$ cat config.mk
export PLATFORM = sky130hd
export DESIGN_NAME = ctt_alu
export DESIGN_NICKNAME = d
export VERILOG_FILES = /design/src/hw/rtl/ctt_pkg.sv /design/src/hw/rtl/ctt_alu.sv
export SDC_FILE = /design/constraint.sdc
export NUM_CORES = 1
export LEC_CHECK = 0
export BUFFER_PORTS_ARGS = -buffer_cell sky130_fd_sc_hd__buf_4
export CAP_MARGIN = 15
export CORE_ASPECT_RATIO = 0.9
export CORE_MARGIN = 10
export CORE_UTILIZATION = 55
export DETAILED_ROUTE_END_ITERATION = 7
export GPL_TIMING_DRIVEN = 0
export PLACE_DENSITY = 0.94
export SLEW_MARGIN = 0
export SYNTH_ARGS = -nofsm -noshare
export SYNTH_HDL_FRONTEND = slang
export SYNTH_SLANG_ARGS = --single-unit
export TNS_END_PERCENT = 1
$ cat constraint.sdc
create_clock -name vclk -period 16.2
set_input_delay 4.05 -clock vclk [all_inputs]
set_output_delay 4.05 -clock vclk [all_outputs]
set_load 0.005 [all_outputs]
$ cat src/hw/rtl/ctt_pkg.sv
package ctt_pkg;

    localparam int SLOTS     = 32;
    localparam int SLOT_W    = (SLOTS > 1) ? $clog2(SLOTS) : 1;
    localparam int CNT_W     = $clog2(SLOTS + 1);
    localparam int MAX_FIRED = 32;
    localparam int FIRE_W    = $clog2(MAX_FIRED + 1);

    typedef enum logic [1:0] {
        OP_ADD     = 2'd0,
        OP_REMOVE  = 2'd1,
        OP_SERVICE = 2'd2,
        OP_REARM   = 2'd3
    } op_t;

    typedef enum logic [2:0] {
        KIND_ADD    = 3'd0,
        KIND_REMOVE = 3'd1,
        KIND_FIRED  = 3'd2,
        KIND_END    = 3'd3,
        KIND_REARM  = 3'd4
    } kind_t;

    typedef enum logic [2:0] {
        ST_IDLE,
        ST_SCAN,
        ST_FINISH,
        ST_REARM_RD,
        ST_REARM_EV
    } state_t;

    typedef enum logic {
        ALU_ADD,
        ALU_GE
    } alu_op_t;

    typedef struct packed {
        logic [1:0]  op;
        logic [63:0] now_ms;
        logic [31:0] interval;
        logic [31:0] timer_id;
        logic [4:0]  slot;
    } cmd_t;

    typedef struct packed {
        logic [2:0]  kind;
        logic        ok;
        logic [31:0] id_out;
        logic [4:0]  slot_out;
        logic [31:0] interval_out;
        logic        last;
    } rsp_t;

endpackage

$ cat src/hw/rtl/ctt_alu.sv
module ctt_alu
(
    input  ctt_pkg::alu_op_t op,
    input  logic [63:0]      a,
    input  logic [63:0]      b,
    output logic [63:0]      sum,
    output logic             ge
);

    logic [63:0] b_eff;
    logic [64:0] total;

    // A compare is a subtraction: a carry out means a is not below b.
    assign b_eff = (op == ctt_pkg::ALU_GE) ? ~b : b;
    assign total = {1'b0, a} + {1'b0, b_eff} + 65'((op == ctt_pkg::ALU_GE) ? 1 : 0);
    assign sum   = total[63:0];
    assign ge    = total[64];

endmodule

== Word-level counts from Yosys, hierarchy flattened ==
Cells that the tools add are included.
Operators by class
  add/sub/neg operators: 2
  muxes and demuxes: 2
  bitwise operators: 1
Operator list (number)
  64-bit by 64-bit adder with 65-bit output: 1
  65-bit adder: 1
  64-bit two-way mux: 1
  64-bit NOT: 1
  1-bit two-way mux: 1
Storage, ports and cells
  flip-flop bits (word level): 0
  input port bits: 129
  output and inout bits: 65

== Depth between registers and ports, before layout ==
Gate-level depths: netlist of the first run.
  depth after elaboration: 4
  depth in mapped cells: 15
  gate-level depth less buffers: 13

== Least setup slack after synthesis of the first run ==
No wires, ideal clock.
  path kind: input -> output
  from: input port op
  to: output port sum[62]
  arrival: 7.174 ns
  path slack: 4.976 ns
  cell stages on the path: 14
  path through: buf_4 > buf_1 > xor2_1 > ha_1 > nand2_2 > or3_4 > or4_1 > a21oi_2 > o211ai_2 > o311ai_4 > a21oi_2 > o31ai_2 > a21oi_1 > xnor2_1
Between the ends
  word-level cells in the longest chain between the ends: 3
  elaborated cells between the ends (all ways): 4
  those cells by class: add/sub (2); mux (2)
Ends and longest elaborated chain
  start, declared: line ctt_alu.sv:3  | input ctt_pkg::alu_op_t op,
  64-bit two-way mux: line ctt_alu.sv:14  | assign b_eff = (op == ctt_pkg::ALU_GE) ? ~b : b;
  64-bit by 64-bit adder with 65-bit output: line ctt_alu.sv:15  | assign total = {1'b0, a} + {1'b0, b_eff} + 65'((op == ctt_pkg::ALU_GE) ? 1 : 0);
  65-bit adder *: line ctt_alu.sv:15
  end, declared: line ctt_alu.sv:6  | output logic [63:0] sum,
Mark *: on every way between the ends. The rest lies on a longest branch, timed or not.

== Worst setup path in the final report of the first run ==
  from: input port op
  to: output port sum[58]
The elaborated chain is that of the path after synthesis.

==> metrics, run 1 <==
status finished, final reports clean; Yosys cell types 61; final worst-path cycle share 0.759; post-synth top area share 0.196; DRT Wirelength 17.2 mm; Hold WC Path Type in2out; n_diodes 0; total track usage 0.261; antenna violations before repair 0; Power Dens Cells 65.7 mW/mm^2; syn_nets 826; Die Area 0.0120 mm^2; relative slew slack 0.347; Die Height 105 um; Routed wire per std cell 18.8 um; MaxCap Viol Count 0; Initial Utilization 0.575; Setup Fix Bufs, Post-CTS 0; CP Class in2out; RSZ-0062 raised after global routing no; Hold Vio Cnt, Final 0; f_max 0.0813 GHz; Congestion Overflow GR 0; commonest non-fill, non-tap cell in the layout buf_4; vias 5626; CP peak stage delay 0.75 ns; crit-path cells buf_4 -> buf_1 -> xor2_1 -> ha_1 -> o21ai_0 -> nor3_1 -> o211ai_1 -> nand3_1 -> a211oi_1 -> o32ai_1 -> o2111ai_1 -> a21oi_1 -> a221oi_1 -> xnor2_1 -> buf_4; critical path launch point type input pin; Hold WS 8.37 ns; worst vdd ir 0.0000428 V; Seq/Total Area, Yosys 0; first-pass GRT wire length 27.1 mm; share of cells above drive strength 1 0.259; Area Overhead vs Synth 35.6%; Die W 114 um; FP Rows 30; synth top area cells ha_1, xor2_1, a21oi_1; worst endpoint required time 12.15 ns; Crit Path Max Fanout 10; Fill cells 583; vias in the first global route 5429; nets 1021; WP data arrival 8.25 ns; setup_tns 0 ns; Register Area 0 um^2; leak pwr 0.00308 uW; average size of a mapped cell 7.02 um^2; PortBufs 193; Post-DP HPWL 14.9 mm; most frequent cells in the layout buf_4, xor2_1, a21oi_1, ha_1, nand2_1; YS warnings 0; seq_cells 0; Detailed Route Iter0 Violations 451; PostCTS Resize Cnt 0; Least-Margin Pin Slew 0.979 ns; minimum clock period 12.30 ns; 1st-pass router iterations 5; largest net degree at the start of global routing 11; # DRC 0; Post-Syn Area 0.00440 mm^2; CTS Hold Buffers Added 0; core area 0.00766 mm^2; Placer Congestion 0.959; final antenna-violating net count 0; Final Power 392 uW; fin. max-slew vios 0; leading area contributor after synthesis ha_1; Cells after Synth 627; vias per cell 6.14; Setup-failing EPs final 0; Top cell by count, worst path buf_4; Setup crit end kind output pin; clkbuf count 0; io pins 194; Max stage delay cell, worst path buf_1
-- final timing paths --
kind,depth (start not counted),slack (ns),to,from
setup / recovery,15,3.90,sum[58],op
hold / removal,3,8.37,sum[0],a[0]
-- area by class of cell --
type | count | area [um^2] | area share
Multi-Input combinational cell | 583 | 4230 | 0.708
Timing Repair Buffer | 193 | 1450 | 0.243
Inverter | 22 | 82.6 | 0.0138
Tap cell | 96 | 120 | 0.0201
Buffer | 22 | 91.3 | 0.0153
-- layer usage --
layer	global-route usage	share of wire	vias to the layer above
met1	0.329	0.42	2603
li1	-	-	2675
met4	0.0653	0.027	0
met2	0.439	0.46	308
met5	0	0	-
met3	0.0526	0.091	40
-- Yosys cell counts, types with 13 or more instances --
cell / count
ha_1: 69
xor2_1: 91
o21ai_0: 20
o21ai_1: 13
nand2_1: 59
a21oi_1: 70
a21o_1: 37
xnor2_1: 31
inv_1: 22
o21bai_1: 14
nor2_1: 45
-- worst max-delay path, delay by kind of cell --
| family | cells | cell delay, ns |
|---|---|---|
| buffers and inverters | 3 | 1.08 |
| xor gates and xnor gates | 2 | 0.48 |
| AOI/OAI and AO/OA | 7 | 2.08 |
| and+or+nand+nor | 2 | 0.22 |
| adders and majority gates | 1 | 0.34 |
-- power by group --
group	switching, uW	internal [uW]
Sequential	0	0
Combinational	206	186
Clock	0	0
Total	206	186
-- cells by family (layout without fill, tap and decap cells) --
group                      Yosys count  count (layout)  share of synthesized area
xor gates and xnor gates           122             122                      0.243
and+or+nand+nor                    170             170                      0.179
muxes                                1               1                    0.00227
adders and majority gates           70              70                      0.201
AOI/OAI and AO/OA                  220             220                      0.336
buffers and inverters               44             237                     0.0395
-- metrics by stage --
| step | cells | instance area (um^2) | worst slack, ns | utilization |
|---|---|---|---|---|
| 6_report | 916 | 5970 | 3.90 | 0.780 |
| 3_3_place_gp | 916 | 5970 | 3.99 | 0.780 |
| 3_5_place_dp | 916 | 5970 | 4.04 | 0.780 |
| 4_1_cts | 916 | 5970 | 4.01 | 0.780 |
| 2_1_floorplan | 627 | 4400 | 4.98 | - |
| 5_1_grt | 916 | 5970 | 3.69 | 0.780 |
Power figures use the tool's default switching activity.
==> run 2: changes to the inputs <==
- CORE_UTILIZATION: 55 -> 46
- PLACE_DENSITY: 0.94 -> 0.84
- clock period: 16.2 -> 10.35 ns (I/O delays scaled with it)
==> metrics, run 2 (synthesized netlist as in run 1, its figures left out) <==
Die Area 0.0139 mm^2 (+16%); FP Rows 33 (+10%); Least-Margin Pin Slew 0.856 ns (-0.124 ns); Area Overhead vs Synth 36.4%; core area 0.00921 mm^2 (+20%); Internal Power 291 uW (+56%); sequential power share 0 (unchanged); Hold Vio Cnt, Final 0 (unchanged); placed cells 942 (+2.8%); worst endpoint required time 7.76 ns (-4.39 ns); # DRC 0 (unchanged); share of cells above drive strength 1 0.259 (unchanged); Post-Layout Cell Count 942 (+2.8%); switching fraction of total power 0.522 (-0.00246); io pins 194 (unchanged); f_max 0.107 GHz; fin. max-slew vios 0 (unchanged); Setup-failing EPs final 0 (unchanged); Register Area 0 um^2 (unchanged); nets 1021 (unchanged); Die Height 113 um (+7.6%); sw power 318 uW (+55%); PostCTS Resize Cnt 0 (unchanged); final antenna-violating net count 0 (unchanged); status finished, final reports clean; Clk network pwr share 0 (unchanged); Setup Fix Bufs, Post-CTS 0 (unchanged); RSZ-0062 raised after global routing no; 1st-pass router iterations 5 (unchanged); total track usage 0.217 (-0.0436); Post-Route Utilization 0.652 (-0.128); DRT Wirelength 16.9 mm (-1.6%); Setup crit end kind output pin; PortBufs 193 (unchanged); leak pwr 0.00308 uW (unchanged); Placer Congestion 0.968 (+0.96%); vias 5481 (-2.6%); MaxCap Viol Count 0 (unchanged); setup_tns 0 ns (unchanged); Post-DP HPWL 14.7 mm (-1.6%); Die W 123 um (+7.7%); placed cell areas 0.00601 mm^2 (+0.54%); vias per cell 5.82 (-5.3%); largest net degree at the start of global routing 11 (unchanged); Power Dens Cells 101 mW/mm^2 (+55%); Hold WS 5.45 ns (-2.92 ns); first-pass GRT wire length 25.9 mm (-4.6%); worst vdd ir 0.0000471 V (+10%); antenna violations before repair 0 (unchanged); vias in the first global route 5227 (-3.7%); commonest non-fill, non-tap cell in the layout buf_4; n_diodes 0 (unchanged); critical path launch point type input pin; Routed wire per std cell 18.0 um (-4.3%); Comb power frac 1.000 (about the same); WP data arrival 6.79 ns (-1.46 ns); Congestion Overflow GR 0 (unchanged); Hold WC Path Type in2out; clkbuf count 0 (unchanged); Detailed Route Iter0 Violations 434 (-3.8%); Crit Path Max Fanout 10 (unchanged); most frequent cells in the layout buf_4, xor2_1, a21oi_1, ha_1, nand2_1; minimum clock period 9.38 ns; CP Class in2out; final non-filler cell area 0.00601 mm^2 (+0.54%); final worst-path cycle share 0.906; CTS Hold Buffers Added 0 (unchanged); relative slew slack 0.430 (+0.0824); Initial Utilization 0.478 (-0.0968); seq_cells 0 (unchanged)
-- run 2: final cells by class --
type               instances  area, um^2
multi-input cells        583        4230
repair buffers           193        1450
plain buffers             22        91.3
well taps                122         153
fillers                  789        3200
inverters                 22        82.6
-- run 2: critical path, cell delays in order --
cell	delay, ns
buf_4	0.18
buf_1	0.62
xor2_1	0.17
ha_1	0.38
a21oi_1	0.32
nand2b_1	0.15
o211ai_1	0.23
nand3_1	0.13
a211oi_1	0.54
o32ai_1	0.25
o2111ai_1	0.34
a21oi_1	0.18
a221oi_1	0.39
xnor2_1	0.18
buf_4	0.14
-- run 2: final timing paths --
path / startpoint / endpoint / slack [ns] / depth (start not counted)
hold / removal: a[0] / sum[0] / 5.45 / 3
setup / recovery: op / sum[58] / 0.97 / 15
-- run 2: power groups by stage --
stage               clock [uW]  combinational [uW]  sequential (uW)
global route                 0                 662                0
global placement             0                 593                0
CTS                          0                 605                0
floorplan                    0                 344                0
finish                       0                 609                0
detailed placement           0                 602                0
-- run 2: metrics by stage --
stage          setup slack (ns)  total power, uW
2_1_floorplan              2.05              344
3_3_place_gp               1.10              593
3_5_place_dp               1.00              602
4_1_cts                   0.988              605
5_1_grt                   0.674              662
6_report                  0.974              609
-- run 2: layer usage --
metal | wire length, um | track usage | share of wire | vias to the layer above
met3 | 1490 | 0.0447 | 0.088 | 16
met5 | 0 | 0 | 0 | -
met2 | 8160 | 0.382 | 0.48 | 251
met1 | 7120 | 0.273 | 0.42 | 2544
met4 | 166 | 0.0217 | 0.0098 | 0
li1 | - | - | - | 2670
==> run 3: changes to the inputs <==
- REMOVE_ABC_BUFFERS: default -> 1
==> metrics, run 3 (synthesized netlist as in run 1, its figures left out) <==
status finished, final reports clean; Hold WC Path Type in2out; CTS Hold Buffers Added 0 (unchanged); switching fraction of total power 0.511 (-0.0113); placed cells 921 (-2.2%); Register Area 0 um^2 (unchanged); FP Rows 33 (unchanged); multi-input logic area 0.00423 mm^2 (unchanged); Area Overhead vs Synth 34.5%; Setup-failing EPs final 0 (unchanged); Power Dens Cells 101 mW/mm^2 (-0.90%); f_max 0.108 GHz (+1.6%); minimum clock period 9.23 ns (-0.144 ns); setup_tns 0 ns (unchanged); Detailed Route Iter0 Violations 278 (-36%); Hold Vio Cnt, Final 0 (unchanged); final worst-path cycle share 0.892 (-0.0139); Initial Utilization 0.478 (unchanged); critical path launch point type input pin; WP data arrival 6.64 ns (-0.15 ns); Post-DP HPWL 13.0 mm (-11%); total track usage 0.195 (-0.0222); final antenna-violating net count 0 (unchanged); largest net degree at the start of global routing 65 (+54); worst hold endpoint sum[0]; Comb power frac 1.000 (about the same); fin. max-slew vios 0 (unchanged); vias 5210 (-4.9%); placed cell areas 0.00592 mm^2 (-1.4%); MaxCap Viol Count 0 (unchanged); Clk network pwr share 0 (unchanged); Die W 123 um (unchanged); seq_cells 0 (unchanged); leak pwr 0.00304 uW (-1.2%); worst vdd ir 0.0000678 V (+44%); vias in the first global route 5134 (-1.8%); vias per cell 5.66 (-2.8%); Post-Layout Cell Count 921 (-2.2%); Die Height 113 um (unchanged); worst hold path startpoint a[0]; sequential power share 0 (unchanged); PortBufs 194 (+0.52%); Internal Power 291 uW (about the same); Congestion Overflow GR 0 (unchanged); n_diodes 0 (unchanged); Least-Margin Pin Slew 1.00 ns (+0.146 ns); RSZ-0062 raised after global routing no; Die Area 0.0139 mm^2 (unchanged); relative slew slack 0.332 (-0.0972); Placer Congestion 0.868 (-10%); final non-filler cell area 0.00592 mm^2 (-1.4%); Routed wire per std cell 16.4 um (-8.8%); PostCTS Resize Cnt 0 (unchanged); nets 1000 (-2.1%); sw power 304 uW (-4.4%); commonest non-fill, non-tap cell in the layout buf_4; io pins 194 (unchanged); Setup crit end kind output pin; Setup Fix Bufs, Post-CTS 0 (unchanged); clkbuf count 0 (unchanged); 1st-pass router iterations 5 (unchanged); first-pass GRT wire length 23.7 mm (-8.2%); Final Power 596 uW (-2.3%); worst endpoint required time 7.76 ns (about the same); most frequent cells in the layout buf_4, xor2_1, a21oi_1, ha_1, nand2_1; core area 0.00921 mm^2 (unchanged); # DRC 0 (unchanged); DRT Wirelength 15.1 mm (-11%); hold depth 3 (unchanged); CP Class in2out; antenna violations before repair 0 (unchanged); Fill cells 826 (+4.7%); share of cells above drive strength 1 0.260 (+0.00179); Crit Path Max Fanout 64 (+54)
-- run 3: cell types whose count changed in the layout (fill, tap and decap cells not counted), sizes merged --
cell | previous run | this run
clkbuf | 11 | 0
buf | 204 | 194
-- run 3: worst max path at each step --
stage	from	to	slack, ns
6_report	op	sum[58]	1.12
5_1_grt	op	sum[58]	0.80
4_1_cts	op	sum[58]	1.11
3_5_place_dp	op	sum[58]	1.13
3_3_place_gp	op	sum[58]	1.15
2_1_floorplan	op	sum[60]	2.63
-- run 3: layout make-up --
class / count / area share
Multi-Input combinational cell: 583 / 0.714
Timing Repair Buffer: 194 / 0.246
Tap cell: 122 / 0.0258
Inverter: 22 / 0.0139
-- run 3: through the flow --
stage	utilization	setup slack (ns)	hold slack, ns
6_report	0.643	1.12	5.45
5_1_grt	0.643	0.800	5.46
4_1_cts	0.643	1.11	5.45
3_5_place_dp	0.643	1.13	5.45
3_3_place_gp	0.643	1.15	5.45
2_1_floorplan	-	2.63	5.23
-- run 3: power groups by stage --
stage	combinational [uW]	sequential, uW	clock (uW)
final	596	0	0
after global routing	652	0	0
after CTS	595	0	0
after detailed placement	591	0	0
after global placement	581	0	0
after floorplan	338	0	0
-- run 3: layer usage --
| layer | track usage | share of wire |
|---|---|---|
| met1 | 0.245 | 0.45 |
| met2 | 0.341 | 0.47 |
| met3 | 0.0308 | 0.067 |
| met4 | 0.0388 | 0.021 |
| met5 | 0 | 0 |
-- run 3: worst max-delay path, stage by stage --
cell and delay [ns]:
buf_4 0.74, xor2_1 0.17, ha_1 0.39, a21oi_1 0.31, nand2b_1 0.14, o211ai_1 0.22
nand3_1 0.16, a211oi_1 0.51, o32ai_1 0.26, o2111ai_1 0.32, a21oi_1 0.16, a221oi_1 0.33
xnor2_1 0.17, buf_4 0.13
